**src/stog_pkg.sv**
```systemverilog
// ----------------------------------------------------------------------------
// stog_pkg
// shared constants and types for the strided tensor offset generator
// ----------------------------------------------------------------------------
package stog_pkg;

	localparam int DIV_W     = 31;
	localparam int WORD_W    = 32;
	localparam int OFS_W     = 64;
	localparam int NUM_DIV   = 3;
	localparam int SHIFT_W   = 5;
	localparam int REG_IDX_W = 3;

	// register indexes of the write port
	typedef enum logic [REG_IDX_W-1:0] {
		REG_ROW_EXTENT    = 3'd0,
		REG_PLANE_SIZE    = 3'd1,
		REG_VOLUME_SIZE   = 3'd2,
		REG_STRIDE_INNER  = 3'd3,
		REG_STRIDE_ROW    = 3'd4,
		REG_STRIDE_PLANE  = 3'd5,
		REG_STRIDE_VOLUME = 3'd6
	} reg_idx_t;

	// divider constants per level: level 0 volume, 1 plane, 2 row
	typedef struct packed {
		logic [NUM_DIV-1:0][DIV_W-1:0]   d;
		logic [NUM_DIV-1:0][WORD_W-1:0]  m;
		logic [NUM_DIV-1:0][SHIFT_W-1:0] l;
	} div_cfg_t;

	typedef struct packed {
		logic [WORD_W-1:0] inner;
		logic [WORD_W-1:0] row;
		logic [WORD_W-1:0] plane;
		logic [WORD_W-1:0] volume;
	} stride_t;

endpackage

```
**src/stog_front.sv**
```systemverilog
// ----------------------------------------------------------------------------
// stog_front
// takes index words and queues them ahead of the arithmetic pipeline
// ----------------------------------------------------------------------------
module stog_front
	import stog_pkg::*;
#(
	parameter int IW = 31
) (
	input  logic          clk,
	input  logic          arst_n,
	input  logic          push,
	input  logic [IW-1:0] idx_in,
	output logic          full,
	output logic          out_valid,
	output logic [IW-1:0] idx_out
);

	logic [IW-1:0] mem_q [2];
	logic          wptr_q;
	logic          rptr_q;
	logic [1:0]    cnt_q;
	logic          pop;

	// the back end never stalls, so any queued word leaves at once
	assign pop       = cnt_q != 2'd0;
	assign out_valid = pop;
	assign idx_out   = mem_q[rptr_q];
	assign full      = cnt_q == 2'd2;

	always_ff @(posedge clk) begin
		if (push) mem_q[wptr_q] <= idx_in;
	end

	always_ff @(posedge clk or negedge arst_n) begin
		if (!arst_n) begin
			wptr_q <= 1'b0;
			rptr_q <= 1'b0;
			cnt_q  <= '0;
		end else begin
			if (push) wptr_q <= ~wptr_q;
			if (pop) rptr_q <= ~rptr_q;
			cnt_q <= cnt_q + 2'(push) - 2'(pop);
		end
	end

endmodule

```
**config.mk**
```make
export PLATFORM = sky130hd
export DESIGN_NAME = stog_front
export DESIGN_NICKNAME = d
export VERILOG_FILES = /design/src/stog_pkg.sv /design/src/stog_front.sv
export SDC_FILE = /design/constraint.sdc
export NUM_CORES = 1
export LEC_CHECK = 0
export BUFFER_PORTS_ARGS = -buffer_cell sky130_fd_sc_hd__clkbuf_2
export CORE_MARGIN = 2
export CORE_UTILIZATION = 35
export DETAILED_ROUTE_END_ITERATION = 12
export HOLD_SLACK_MARGIN = 0.02
export MAX_ROUTING_LAYER = met4
export PLACE_DENSITY = 0.63
export REMOVE_ABC_BUFFERS = 1
export SLEW_MARGIN = 10
export SYNTH_ARGS = -nofsm -noshare
export SYNTH_HDL_FRONTEND = slang
export SYNTH_SLANG_ARGS = --single-unit
```
**constraint.sdc**
```tcl
create_clock -name clk -period 2.2 [get_ports clk]
set_input_delay 0.44 -clock clk [delete_from_list [all_inputs] [get_ports clk]]
set_output_delay 0.44 -clock clk [all_outputs]
set_load 0.01 [all_outputs]
```
Yosys cells after proc, flatten, opt, wreduce, memory -nomap -nowiden
Memories as Yosys holds them, arrays and structs flattened.
Index checks and enable logic that the tools add are counted.
{"block": "classes", "add_sub_neg": 2, "eq_ne": 1, "n_mux": 2, "n_bitwise": 2, "n_reduce_logical": 1}
{"operator": "adder 2 x 1 -> 2 bit", "count": 1}
{"operator": "== test 2 bit (second input constant)", "count": 1}
{"operator": "2-to-1 mux 1 bit", "count": 2}
{"operator": "inverter 1 bit", "count": 2}
{"operator": "nonzero test 2 bit", "count": 1}
{"operator": "subtractor 2 x 1 -> 2 bit", "count": 1}
{"block": "word_totals", "regBits": 4, "ram_bits": 62, "input_bits": 34, "out_inout_bits": 33, "wordCells": 12, "mem_count": 1}
{"name": "mem_q", "depth": 2, "word_bits": 31, "read_ports": 1, "rd_clocked_by_memory_dff": 0, "write_ports": 1, "line_no": "stog_front.sv:19", "source": "logic [IW-1:0] mem_q [2];"}

Logic depth before layout (Yosys ltp)
{"block": "logic_depth", "depth_word": 2, "ltp_mapped": 3, "ltp_nobuf": 3}

Worst setup path before layout
No wires, ideal clock.
{"block": "synth_timing", "kind": "input-to-reg", "start": "input push", "end": "memory mem_q[0][0] (enable)", "setup_ns": 0.423, "arrival_time_ns": 1.845, "t_required_ns": 1.777, "slack_ns": -0.068, "cell_stages": 1, "n_path_buf": 0, "path_cell_list": "nor2b_1"}
{"block": "synth_between", "elab_chain_cells": 2}
{"element": "from (decl)", "line_no": "stog_front.sv:12", "source": "input logic push,"}
{"element": "2-to-1 mux 1 bit", "line_no": "stog_front.sv:32", "source": "if (push) mem_q[wptr_q] <= idx_in;"}
{"element": "2-to-1 mux 1 bit (not written as such)", "line_no": "stog_front.sv:32"}
{"element": "to (decl)", "line_no": "stog_front.sv:19"}
Every way passes these cells.

Worst setup path after layout
{"block": "layout_timing", "start": "register rptr_q", "end": "output idx_out[16]"}
{"block": "layout_between", "elab_chain_cells": 1}
{"element": "from (decl)", "line_no": "stog_front.sv:21", "source": "logic rptr_q;"}
{"element": "from (signal assigned)", "line_no": "stog_front.sv:42", "source": "if (pop) rptr_q <= ~rptr_q;"}
{"element": "memory (2 x 31 bit)"}
{"element": "to (decl)", "line_no": "stog_front.sv:16", "source": "output logic [IW-1:0] idx_out"}
Every way passes these cells.

==> flow_summary.yaml <==
sta:
  setup_viol: 0
  hold_violations: 0
  totalNegativeSetupSlack_ns: 0
  finalWorstSetupSlack_ns: 0.126
  fin_skew_ns: 0.00357
  min_period_over_period: 0.943
  worstMarginPinSlew_ns: 0.434
  holdWs_ns: 0.297
  relSlewSlack: 0.711
  rsz0062_at_grt: "false"
  drv_slew: 0
  min_period_ns: 2.07
  maxClockFrequency_mhz: 482
final_layout:
  design_area_um2: 3160
  area_growth_pct: 23.2
  nFillCells: 642
  drive_gt1_frac: 0.601
  insertedDiodeCount: 0
  nets: 224
cts:
  cts_tree: "yes"
  cts_buffers: 9
  clkTransAtPathRegs_ns: 0.06
  worstSkewPairLatency_ns: 0.33
  post_cts_resized: 0
  cts_root_buffer: "clkbuf_8"
  cts.sinks: 66
  cts_buffer_depth: 2
  htreeDepth: 3
power_and_ir_drop:
  ir_worst_vdd_mv: 0.347
  p_leak_nw: 1.30
  finalPower_mw: 3.75
  power_density_nw_per_um2: 1190
placed_design:
  dpl.hpwl_mm: 2.71
  pre_cts_slack_ns: 0.450
  gp_congestion: 0.648
  dpl_cell_area_um2: 3000
  port_buffers: 66
run_status:
  status: "finished clean"
worst_setup_path:
  crit_family: "flip-flops"
  critical_path.max_fanout: 10
  r2r_setup_slack_ns: 0.91
  r2r-start: "wptr_q"
  crit_path_start_kind: "flop"
  cp_num_buf_inv: 2
  crit_start: "rptr_q"
  crit_slowest_cell: "dfrtp_2"
  critPathMaxStageDelay_ns: 0.57
  required_ns: 1.76
  reg2reg_to: "mem_q[1][1]"
  endpoint_kind: "output port"
  path_cells: "buf_4 > mux2_4 > clkbuf_2"
  criticalPathCategory: "reg -> out"
  cp.arrival_ns: 1.63
  r2r_cells: 2
routing:
  post-route-drc-count: 0
  wirelength_mm: 4.09
  vias: 1245
  ant_nets: 0
  firstDrtPassIters: 4
  routed_via_density: 4.26
  drt-wirelength-per-cell_um: 14.0
  drtIter0Drc: 52
global_routing:
  grt_max_degree: 32
  grt_pass1_vias: 1277
  grt_pass1_wl_mm: 6.14
  grt_usage: 0.113
  grt_antenna_before_repair: 0
  grt-ovfl-total: 0
run:
  maxCapViolations: 0
hold_path:
  whs_endpoint: "mem_q[1][27]"
  hold_class: "in -> reg"
  whs_path_depth: 1
  hold_path.startpoint: "idx_in[27]"
synth:
  seq_area_frac_synth: 0.765
  syn_avg_cell_area_um2: 23.1
  synth_cell_types: 13
  ys.warnings.count: 0
  synth_area_um2: 2560
  synthCells: 111
  ys_seq_elements: 66
floorplanning:
  ios: 67
  die_h_um: 89.6
  fp.dieArea_um2: 8030
  design.core.area_um2: 7180
  fp.dieW_um: 89.6
  rows: 31
  start_util: 0.357
## placed cells by master (no fill, tap or decap), types with 2 or more instances in the layout
cell / count
buf_4: 3
clkbuf_2: 66
clkbuf_8: 9
clkinv_1: 2
clkinv_2: 3
dfrtp_1: 3
edfxtp_1: 62
mux2_2: 2
mux2_4: 29
nor2b_1: 2
xor2_1: 2
## cell usage after synthesis
cell	n	area, µm²
ha_1	1	12.5
nor2b_1	3	18.8
edfxtp_1	62	1860
buf_12	3	60.1
buf_6	1	11.3
dfrtp_1	4	100
xor2_1	2	17.5
nand2_1	1	3.75
mux2_4	29	435
mux2_2	2	22.5
or2_2	1	6.26
and2_1	1	6.26
xnor2_1	1	8.76
## worst max-delay path by stage
stage | endpoint | depth (start not counted)
after floorplan | mem_q[0][0] | 1
after global placement | idx_out[7] | 3
after detailed placement | idx_out[7] | 3
after CTS | idx_out[7] | 3
after global routing | idx_out[27] | 3
final | idx_out[16] | 3
## timing repair
| action | in CTS | in global routing |
|---|---|---|
| endpoints found under the hold margin | 4 | 0 |
| buffers inserted | 0 | 0 |
| hold buffers | 1 | 0 |
## per-layer routing
metal  track usage  wire [µm]  up-vias
li1              -          -      581
met1         0.119       1620      609
met2         0.176       2090       46
met3        0.0393        277        9
met4        0.0773         93        0
met5             -          0        -
## through the flow
stage,utilization,std cells
finish,0.440,292
global route,0.440,292
CTS,0.440,292
detailed placement,0.418,276
global placement,0.418,276
floorplan,-,107
## power by group
| part | internal [mW] | leakage (nW) | switching, mW |
|---|---|---|---|
| registers | 1.66 | 0.630 | 0.114 |
| clock network | 0.388 | 0.0808 | 0.406 |
| logic | 0.642 | 0.588 | 0.537 |
| total | 2.69 | 1.30 | 1.06 |
## registers in the layout, indices dropped and copies added (netlist names)
register and cells:
rptr_q 1, cnt_q 2, mem_q 62, wptr_q 1
## worst register-to-register path: stages (launching register included)
cell and delay, ns:
dfrtp_1 0.42, and2_1 0.15, buf_4 0.37
## cells by family (layout without fill, tap and decap cells)
| logic type | count (synthesis) | after routing | share of synthesized area |
|---|---|---|---|
| buf+inv | 4 | 86 | 0.0278 |
| fa+ha+maj | 1 | 1 | 0.00488 |
| flops | 66 | 66 | 0.765 |
| simple gates | 6 | 6 | 0.0137 |
| mux | 31 | 31 | 0.179 |
| xor+xnor | 3 | 3 | 0.0102 |
## area by class of cell
type	count	area (µm²)	share of cell area
multi-input cells	41	539	0.171
repair buffers	71	383	0.121
flip-flops and latches	66	1960	0.621
clock inverters	5	22.5	0.00713
clock buffers	10	128	0.0404
well taps	99	124	0.0392
No activity file was read; power rests on OpenSTA's default activity.
