<file path="config.mk">
export PLATFORM = sky130hd
export DESIGN_NAME = stog_magic
export DESIGN_NICKNAME = d
export VERILOG_FILES = /design/src/stog_pkg.sv /design/src/stog_magic.sv
export SDC_FILE = /design/constraint.sdc
export NUM_CORES = 1
export LEC_CHECK = 0
export BUFFER_PORTS_ARGS = -buffer_cell sky130_fd_sc_hd__buf_4
export CELL_PAD_IN_SITES_DETAIL_PLACEMENT = 1
export CELL_PAD_IN_SITES_GLOBAL_PLACEMENT = 1
export CORE_ASPECT_RATIO = 0.6
export CORE_UTILIZATION = 46
export CTS_BUF_LIST = sky130_fd_sc_hd__clkbuf_8
export DETAILED_ROUTE_END_ITERATION = 8
export GPL_TIMING_DRIVEN = 0
export PLACE_DENSITY = 0.86
export SLEW_MARGIN = 30
export SYNTH_ARGS = -nofsm -noshare
export SYNTH_HDL_FRONTEND = slang
export SYNTH_SLANG_ARGS = --single-unit
</file>
<file path="constraint.sdc">
create_clock -name clk -period 10.1 [get_ports clk]
set_input_delay 3.03 -clock clk [delete_from_list [all_inputs] [get_ports clk]]
set_output_delay 3.03 -clock clk [all_outputs]
set_load 0.02 [all_outputs]
</file>
<file path="src/stog_pkg.sv">
// ----------------------------------------------------------------------------
// stog_pkg
// shared constants and types for the strided tensor offset generator
// ----------------------------------------------------------------------------
package stog_pkg;

	localparam int DIV_W     = 31;
	localparam int WORD_W    = 32;
	localparam int OFS_W     = 64;
	localparam int NUM_DIV   = 3;
	localparam int SHIFT_W   = 5;
	localparam int REG_IDX_W = 3;

	// register indexes of the write port
	typedef enum logic [REG_IDX_W-1:0] {
		REG_ROW_EXTENT    = 3'd0,
		REG_PLANE_SIZE    = 3'd1,
		REG_VOLUME_SIZE   = 3'd2,
		REG_STRIDE_INNER  = 3'd3,
		REG_STRIDE_ROW    = 3'd4,
		REG_STRIDE_PLANE  = 3'd5,
		REG_STRIDE_VOLUME = 3'd6
	} reg_idx_t;

	// divider constants per level: level 0 volume, 1 plane, 2 row
	typedef struct packed {
		logic [NUM_DIV-1:0][DIV_W-1:0]   d;
		logic [NUM_DIV-1:0][WORD_W-1:0]  m;
		logic [NUM_DIV-1:0][SHIFT_W-1:0] l;
	} div_cfg_t;

	typedef struct packed {
		logic [WORD_W-1:0] inner;
		logic [WORD_W-1:0] row;
		logic [WORD_W-1:0] plane;
		logic [WORD_W-1:0] volume;
	} stride_t;

endpackage

</file>
<file path="src/stog_magic.sv">
// ----------------------------------------------------------------------------
// stog_magic
// holds the divisors and derives their multiply-high constants, bit serial
// ----------------------------------------------------------------------------
module stog_magic
	import stog_pkg::*;
(
	input  logic                 clk,
	input  logic                 arst_n,
	input  logic                 wr_en,
	input  logic [REG_IDX_W-1:0] wr_index,
	input  logic [WORD_W-1:0]    wr_data,
	output div_cfg_t             cfg,
	output logic                 busy
);

	typedef enum logic {S_IDLE, S_RUN} state_t;

	state_t                          state_q;
	logic [NUM_DIV-1:0][DIV_W-1:0]   d_q;
	logic [NUM_DIV-1:0][WORD_W-1:0]  m_q;
	logic [NUM_DIV-1:0][SHIFT_W-1:0] l_q;
	logic [NUM_DIV-1:0]              pend_q;
	logic [1:0]                      sel_q;
	logic [DIV_W-1:0]                rem_q;
	logic [WORD_W-1:0]               quo_q;
	logic [SHIFT_W-1:0]              cnt_q;

	logic [1:0]         sel;
	logic [DIV_W-1:0]   dsel;
	logic [DIV_W-1:0]   dm1;
	logic [SHIFT_W-1:0] lsel;
	logic [WORD_W-1:0]  rem_init;
	logic [WORD_W-1:0]  rem2;
	logic               take;
	logic [WORD_W-1:0]  rem_nx;
	logic               div_wr;
	logic [1:0]         wsel;
	logic [NUM_DIV-1:0] pend_nx;

	always_comb begin
		priority if (pend_q[0]) sel = 2'd0;
		else if (pend_q[1]) sel = 2'd1;
		else sel = 2'd2;
	end

	// divisor words land in level order
	assign div_wr = wr_en && (wr_index <= REG_VOLUME_SIZE);
	assign wsel   = 2'(REG_VOLUME_SIZE - wr_index);

	always_comb begin
		pend_nx = pend_q;
		if (state_q == S_IDLE && pend_q != '0) pend_nx[sel] = 1'b0;
		if (div_wr) pend_nx[wsel] = 1'b1;
	end

	assign dsel = (state_q == S_RUN) ? d_q[sel_q] : d_q[sel];
	assign dm1  = dsel - DIV_W'(1);

	// ceil(log2 d) is the bit length of d - 1
	always_comb begin
		lsel = '0;
		for (int i = 0; i < DIV_W; i++) begin
			if (dm1[i]) lsel = SHIFT_W'(i + 1);
		end
	end

	assign rem_init = (WORD_W'(1) << lsel) - {1'b0, dsel};
	assign rem2     = {rem_q, 1'b0};
	assign take     = rem2 >= {1'b0, dsel};
	assign rem_nx   = take ? rem2 - {1'b0, dsel} : rem2;

	assign busy = (state_q == S_RUN) || (pend_q != '0);

	always_ff @(posedge clk or negedge arst_n) begin
		if (!arst_n) begin
			state_q <= S_IDLE;
			pend_q  <= '0;
			sel_q   <= '0;
			cnt_q   <= '0;
			for (int k = 0; k < NUM_DIV; k++) begin
				d_q[k] <= DIV_W'(1);
				m_q[k] <= WORD_W'(1);
				l_q[k] <= '0;
			end
		end else begin
			pend_q <= pend_nx;
			unique case (state_q)
				S_IDLE: begin
					if (pend_q != '0) begin
						sel_q       <= sel;
						l_q[sel]    <= lsel;
						rem_q       <= rem_init[DIV_W-1:0];
						quo_q       <= '0;
						cnt_q       <= '0;
						state_q     <= S_RUN;
					end
				end
				S_RUN: begin
					rem_q <= rem_nx[DIV_W-1:0];
					quo_q <= {quo_q[WORD_W-2:0], take};
					cnt_q <= cnt_q + SHIFT_W'(1);
					if (cnt_q == SHIFT_W'(WORD_W - 1)) begin
						m_q[sel_q] <= {quo_q[WORD_W-2:0], take} + WORD_W'(1);
						state_q    <= S_IDLE;
					end
				end
				default: state_q <= S_IDLE;
			endcase
			// zero acts as one
			if (div_wr) begin
				d_q[wsel] <=
					(wr_data[DIV_W-1:0] == '0) ? DIV_W'(1) : wr_data[DIV_W-1:0];
			end
		end
	end

	assign cfg.d = d_q;
	assign cfg.m = m_q;
	assign cfg.l = l_q;

endmodule

</file>
Yosys cells after proc, flatten, opt, wreduce, memory -nomap -nowiden
Cells that the tools add are included.
{"block": "totals", "input_bits": 38, "wordCells": 111, "regBits": 277, "out_inout_bits": 205}
{"block": "op_classes", "n_bitwise": 4, "reduce_logical": 11, "add_sub_neg": 6, "n_mux": 64, "shifts": 1, "magnitude_cmp": 8, "eq_ne": 2}
{"operator": "31-bit two-way mux", "n": 8}
{"operator": "5-bit two-way mux", "n": 32}
{"operator": "31-bit binary-select mux with 2-bit select", "n": 2}
{"operator": "31-bit case mux with 2 select lines", "n": 2}
{"operator": "96-bit bitwise mux", "n": 1}
{"operator": "93-bit bitwise mux", "n": 1}
{"operator": "32-bit demux with 2-bit select", "n": 1}
{"operator": "31-bit demux with 2-bit select", "n": 1}
{"operator": "31-bit subtractor", "n": 2}
{"operator": "32-bit by 1-bit adder with 32-bit output, second input constant", "n": 1}
{"operator": "32-bit by 31-bit >= comparator with 1-bit output", "n": 1}
{"operator": "32-bit two-way mux", "n": 1}
{"operator": "31-bit zero test", "n": 1}
{"operator": "1-bit by 5-bit left shift with 31-bit output, first input constant", "n": 1}
{"operator": "31-bit by 1-bit subtractor with 31-bit output, second input constant", "n": 1}
{"operator": "15-bit bitwise mux", "n": 1}
{"operator": "5-bit demux with 2-bit select", "n": 1}
{"operator": "5-bit case mux with 2 select lines", "n": 1}
{"operator": "2-bit by 3-bit less-than comparator with 1-bit output, second input constant", "n": 3}
{"operator": "2-bit by 1-bit >= comparator with 1-bit output, second input constant", "n": 3}
{"operator": "3-bit two-way mux", "n": 2}
{"operator": "2-bit AND reduction", "n": 3}
{"operator": "5-bit by 1-bit adder with 5-bit output, second input constant", "n": 1}
{"operator": "5-bit == test, second input constant", "n": 1}
{"operator": "other kinds (14)", "n": 24}

Longest topological paths before layout
{"block": "depth", "word_depth": 41, "ltp_mapped": 35, "depth_no_buf": 31}

Worst setup path before layout
Ideal clock, no wire load.
{"block": "synth_timing", "path_kind": "flip-flop to flip-flop", "from": "reg state_q", "to": "reg rem_q[30], data pin", "setup_time_ns": 0.149, "synth_period_minus_slack_ns": 7.542, "stages_incl_launch_ff": 35, "t_required_ns": 9.951, "arrival_ns": 7.393, "slack_ns": 2.558, "n_path_buf": 6, "cell_sequence": "dfrtp_1 > buf_6 > buf_6 > buf_6 > clkbuf_1 > clkbuf_1 > o21ai_0 > ha_1 > nand4_4 > nor3_4 > nand2_1 > or4_1 > nand3_1 > nor2b_1 > a211o_1 > a41oi_4 > or2_1 > buf_6 > or3b_1 > ha_1 > inv_1 > fa_1 > a21o_1 > a21oi_1 > o21ai_0 > or3_1 > a221o_1 > a221oi_1 > o311ai_1 > a21oi_1 > a21oi_1 > a21o_1 > a31oi_1 > xor3_1 > mux2i_1"}
{"block": "synth_between", "elab_chain_len": 37, "elab_cells_between_ends": 41, "cone_classes": "add/sub: 3; order compare: 1; shift: 1; mux: 35; bitwise: 1"}
{"element": "start, declared", "line_no": "stog_magic.sv:19", "source": "state_t state_q;"}
{"element": "start signal, assigned", "line_no": "stog_magic.sv:77", "source": "state_q <= S_IDLE;"}
{"element": "start signal, assigned", "line_no": "stog_magic.sv:96", "source": "state_q <= S_RUN;"}
{"element": "start signal, assigned", "line_no": "stog_magic.sv:105", "source": "state_q <= S_IDLE;"}
{"element": "31-bit two-way mux", "line_no": "stog_magic.sv:57", "source": "assign dsel = (state_q == S_RUN) ? d_q[sel_q] : d_q[sel];"}
{"element": "31-bit by 1-bit subtractor with 31-bit output", "line_no": "stog_magic.sv:58", "source": "assign dm1 = dsel - DIV_W'(1);"}
{"element": "1-bit two-way mux", "line_no": "stog_magic.sv:64", "source": "if (dm1[i]) lsel = SHIFT_W'(i + 1);"}
{"element": "5-bit two-way mux (30 in series)", "line_no": "stog_magic.sv:64"}
{"element": "1-bit by 5-bit left shift with 31-bit output", "line_no": "stog_magic.sv:68", "source": "assign rem_init = (WORD_W'(1) << lsel) - {1'b0, dsel};"}
{"element": "31-bit subtractor", "line_no": "stog_magic.sv:68"}
{"element": "31-bit two-way mux", "line_no": "stog_magic.sv:90", "source": "if (pend_q != '0) begin"}
{"element": "31-bit case mux with 2 select lines *", "line_no": "stog_magic.sv:88", "source": "unique case (state_q)"}
{"element": "end signal, assigned", "line_no": "stog_magic.sv:93", "source": "rem_q <= rem_init[DIV_W-1:0];"}
{"element": "end signal, assigned", "line_no": "stog_magic.sv:100", "source": "rem_q <= rem_nx[DIV_W-1:0];"}
{"element": "end, declared", "line_no": "stog_magic.sv:25", "source": "logic [DIV_W-1:0] rem_q;"}
Mark *: on every way between the ends. The rest lies on a longest branch, timed or not. The select of a mux whose other input is x is not followed.
A chain may end at the register's enable or synchronous reset.

Final worst setup path
Ends and elaborated chain as after synthesis.

==> results by group <==
Route
  • First DRT Iteration DRCs: 1871
  • WL per Instance: 25.7 um
  • Aggregate routed wire length: 68.4 mm
  • Pre-Repair DR Iteration Count: 5
  • Remaining DRCs: 0
  • Detailed-route via count: 16.7k
  • Vias per inst: 6.28
  • Number of antenna-violating nets in the routed design: 0

Die
  • Number of top-level pins: 243
  • Core area: 0.0368 mm^2
  • Die Height: 152 um
  • Full die area: 0.0385 mm^2
  • Effective utilization at floorplan: 47.2%
  • DIE WIDTH: 253 um
  • Std-Cell Rows: 54

Pwr
  • Share of power burned in registers: 29.0%
  • Proportion of power drawn by combinational gates: 51.1%
  • Internal Dissipation: 3120 uW
  • Net load switching power: 2530 uW
  • Fraction of power spent switching nets: 44.7%
  • Worst IR Drop VDD: 0.146 mV
  • Static Leakage: 0.00923 uW
  • Total power per unit cell area: 269 mW/mm^2
  • Clock network fraction of total power: 19.9%

STA
  • Setup repair after global routing missed its margin: no
  • Setup TNS: 0 ns
  • Max-slew violation total from the final report: 0
  • Final worst path period need: 9.57 ns
  • Period Utilization, post-route: 94.8%
  • Transition time at the pin with the least slew margin: 0.962 ns
  • Highest achievable clock rate: 104 MHz
  • Max Clock Skew: 0.0367 ns
  • Headroom to the max-slew limit: 35.9%
  • Final number of hold-violating endpoints: 0
  • Final number of setup-violating endpoints: 0

Setup path
  • Kind of end point of the critical path: flop
  • Data required time at the worst endpoint: 10.57 ns
  • Highest-delay cell along the critical path: sky130_fd_sc_hd__clkbuf_1
  • Reg2Reg Setup Slack: 0.53 ns
  • Category of the critical setup timing path: flop to flop
  • Critical-path maximum fanout: 10
  • Crit path DAT: 10.04 ns
  • Largest stage delay on the critical path: 0.61 ns
  • Startpoint type of the worst setup path: flop

Global routing
  • First-pass GRT wire length: 105 mm
  • Largest net degree at the start of global routing: 78
  • Number of antenna violations at the first check in global routing: 1
  • Vias in the first global route: 17.0k
  • Global Route Usage Sum: 35.3%
  • Total overflow reported by the global router: 0

Clocking
  • Source-to-sink clock delay at the later pin of the worst-skew pair: 0.63 ns
  • Post-CTS setup buffers: 0
  • Post-cts hold buffer count: 0
  • Deepest clock path buffer count: 3
  • Clock slew seen by the registers of the worst setup and hold paths: 0.08 ns
  • Clk root buf: sky130_fd_sc_hd__clkbuf_8
  • Number of buffers created by CTS: 44
  • Clock Sink Count: 277
  • CTS tree: done
  • H-tree Lvls: 2

Yosys
  • Ys async rst share: 77.6%
  • Area leader, netlist: sky130_fd_sc_hd__dfrtp_1
  • Warnings from Yosys: 0
  • Portion of synthesized cell area occupied by the leading cell type: 30.2%
  • Flops & latches, synth: 277
  • Count of flip-flops with a built-in enable after synthesis: 62
  • Cells after Synth: 1828
  • Combined area of all synthesized cells: 0.0173 mm^2
  • Fraction of the yosys area taken by sequential cells: 41.8%
  • Ranking of synthesized cells by area: sky130_fd_sc_hd__dfrtp_1, sky130_fd_sc_hd__edfxtp_1, sky130_fd_sc_hd__mux2_2
  • Primary FF master, synth: sky130_fd_sc_hd__dfrtp_1
  • Mapped Nets: 1934
  • Synth cell types: 104
  • Average cell area after synthesis: 9.49 um^2

Place
  • Detailed Place HPWL: 51.4 mm
  • Area post-placement: 0.0200 mm^2
  • Port Buffer Count: 241
  • Routability cong.: 0.972

Flow run
  • Count of max-cap constraint violations: 0

Status
  • Run status: finished clean

Layout
  • Net count reported at finish: 2227
  • Final antenna diode count: 0
  • Number of inserted filler cells in the final layout: 4289
  • Final instance area: 0.0210 mm^2
  • Ratio of cells with drive above 1 in the final layout: 24.3%
  • Layout overhead on the synthesized area: 21.0%

Min path
  • Class of the most critical hold timing path: flop to flop
[registers in the layout (all words and copies together) (netlist names)]
signal,cells
quo_q,31
state_q,1
cnt_q,5
sel_q,2
cfg,204
pend_q,3
rem_q,31
[repair_timing]
| item | 4_1_cts | 5_1_grt |
|---|---|---|
| gates cloned | 0 | 0 |
| endpoints found under the setup margin | 1 | 6 |
| resized for setup | 1 | 10 |
[power by group through the flow]
stage | sequential (uW) | clock [uW] | combinational, uW
detailed placement | 1640 | 0 | 2780
finish | 1640 | 1120 | 2880
global route | 1660 | 1170 | 3100
CTS | 1630 | 1130 | 2810
global placement | 1630 | 0 | 2650
floorplan | 1730 | 0 | 1710
[path summary, 6_finish.rpt]
check,end,depth (start not counted),start
worst max-delay path,rem_q[30],33,state_q
worst min-delay path,cfg[88],2,cfg[88]
worst max register to register,rem_q[30],33,state_q
worst min register to register,cfg[88],2,cfg[88]
max in group asynchronous,cfg[12],2,arst_n
min in group asynchronous,cfg[147],1,arst_n
[layout by cell type, fill, tap and decap left out, drive strengths merged, types with 6 or more instances in the layout]
| master | instances |
|---|---|
| ha | 66 |
| a2bb2oi | 8 |
| dfstp | 6 |
| nand2b | 27 |
| o211ai | 12 |
| nand2 | 214 |
| or4 | 7 |
| o22ai | 14 |
| nand3b | 8 |
| inv | 56 |
| o21ai | 164 |
| nand3 | 48 |
| nor2 | 143 |
| clkbuf | 106 |
| clkinv | 8 |
| and3 | 14 |
| dfrtp | 209 |
| buf | 288 |
| nor4 | 17 |
| a211oi | 10 |
| o21a | 8 |
| nor2b | 23 |
| a21boi | 7 |
| mux2 | 101 |
| nor3b | 13 |
| nand4 | 22 |
| or3 | 11 |
| edfxtp | 62 |
| or2 | 8 |
| a31oi | 21 |
| a221oi | 9 |
| a21oi | 114 |
| xor2 | 36 |
| o31ai | 7 |
| a21o | 36 |
| nor3 | 47 |
| mux2i | 31 |
| o221ai | 11 |
| xnor2 | 48 |
| and2 | 39 |
[cells in the mapped netlist, drive strengths merged (47+ instances only)]
cell type,instances
a21oi,114
o21ai,164
edfxtp,62
dfrtp,209
nor2,143
nand2,214
nor3,47
ha,66
mux2,101
nand3,48
clkbuf,50
xnor2,48
[stage by stage]
step	utilization, %	setup slack, ns	hold WS [ns]	instances	power [uW]
2_1_floorplan	-	2.56	0.470	1828	3450
3_3_place_gp	53.8	0.112	0.465	2573	4290
3_5_place_dp	54.3	-0.102	0.473	2579	4420
4_1_cts	57.0	0.0711	0.487	2657	5570
5_1_grt	57.1	0.148	0.519	2657	5930
6_report	57.1	0.526	0.487	2657	5640
[per-layer routing]
metal	GRT usage, %	vias up	wire [um]
met4	6.64	0	1040
met2	52.1	804	29300
met1	51.7	8572	30800
li1	-	7207	-
met3	9.62	102	7140
met5	0	-	0
[cells by family after synthesis]
family | count (synthesis) | share of synthesized area [%]
xor+xnor | 85 | 4.38
compound gates | 471 | 17.8
simple gates | 657 | 19.0
mux | 132 | 8.37
fa+ha+maj | 68 | 4.99
flops | 277 | 41.8
buf+inv | 138 | 3.69
[critical path: cells and delay by family, from the launching register on]
kind	cells	cell delay, ns
adders and majority gates	3	0.93
and+or+nand+nor	7	1.79
AOI/OAI and AO/OA	14	3.73
DFF	1	0.41
buffers and inverters	7	1.98
muxes	1	0.17
xor gates and xnor gates	1	0.39
[cell type report]
cell class	count	area, um^2	area share [%]
Buffer	92	468	2.23
Clock buffer	55	757	3.61
Clock inverter	23	228	1.09
Inverter	46	178	0.847
Multi-Input combinational cell	1413	9510	45.3
Sequential cell	277	7250	34.6
Tap cell	504	631	3.01
Timing Repair Buffer	247	1950	9.32
Power figures use the tool's default switching activity.
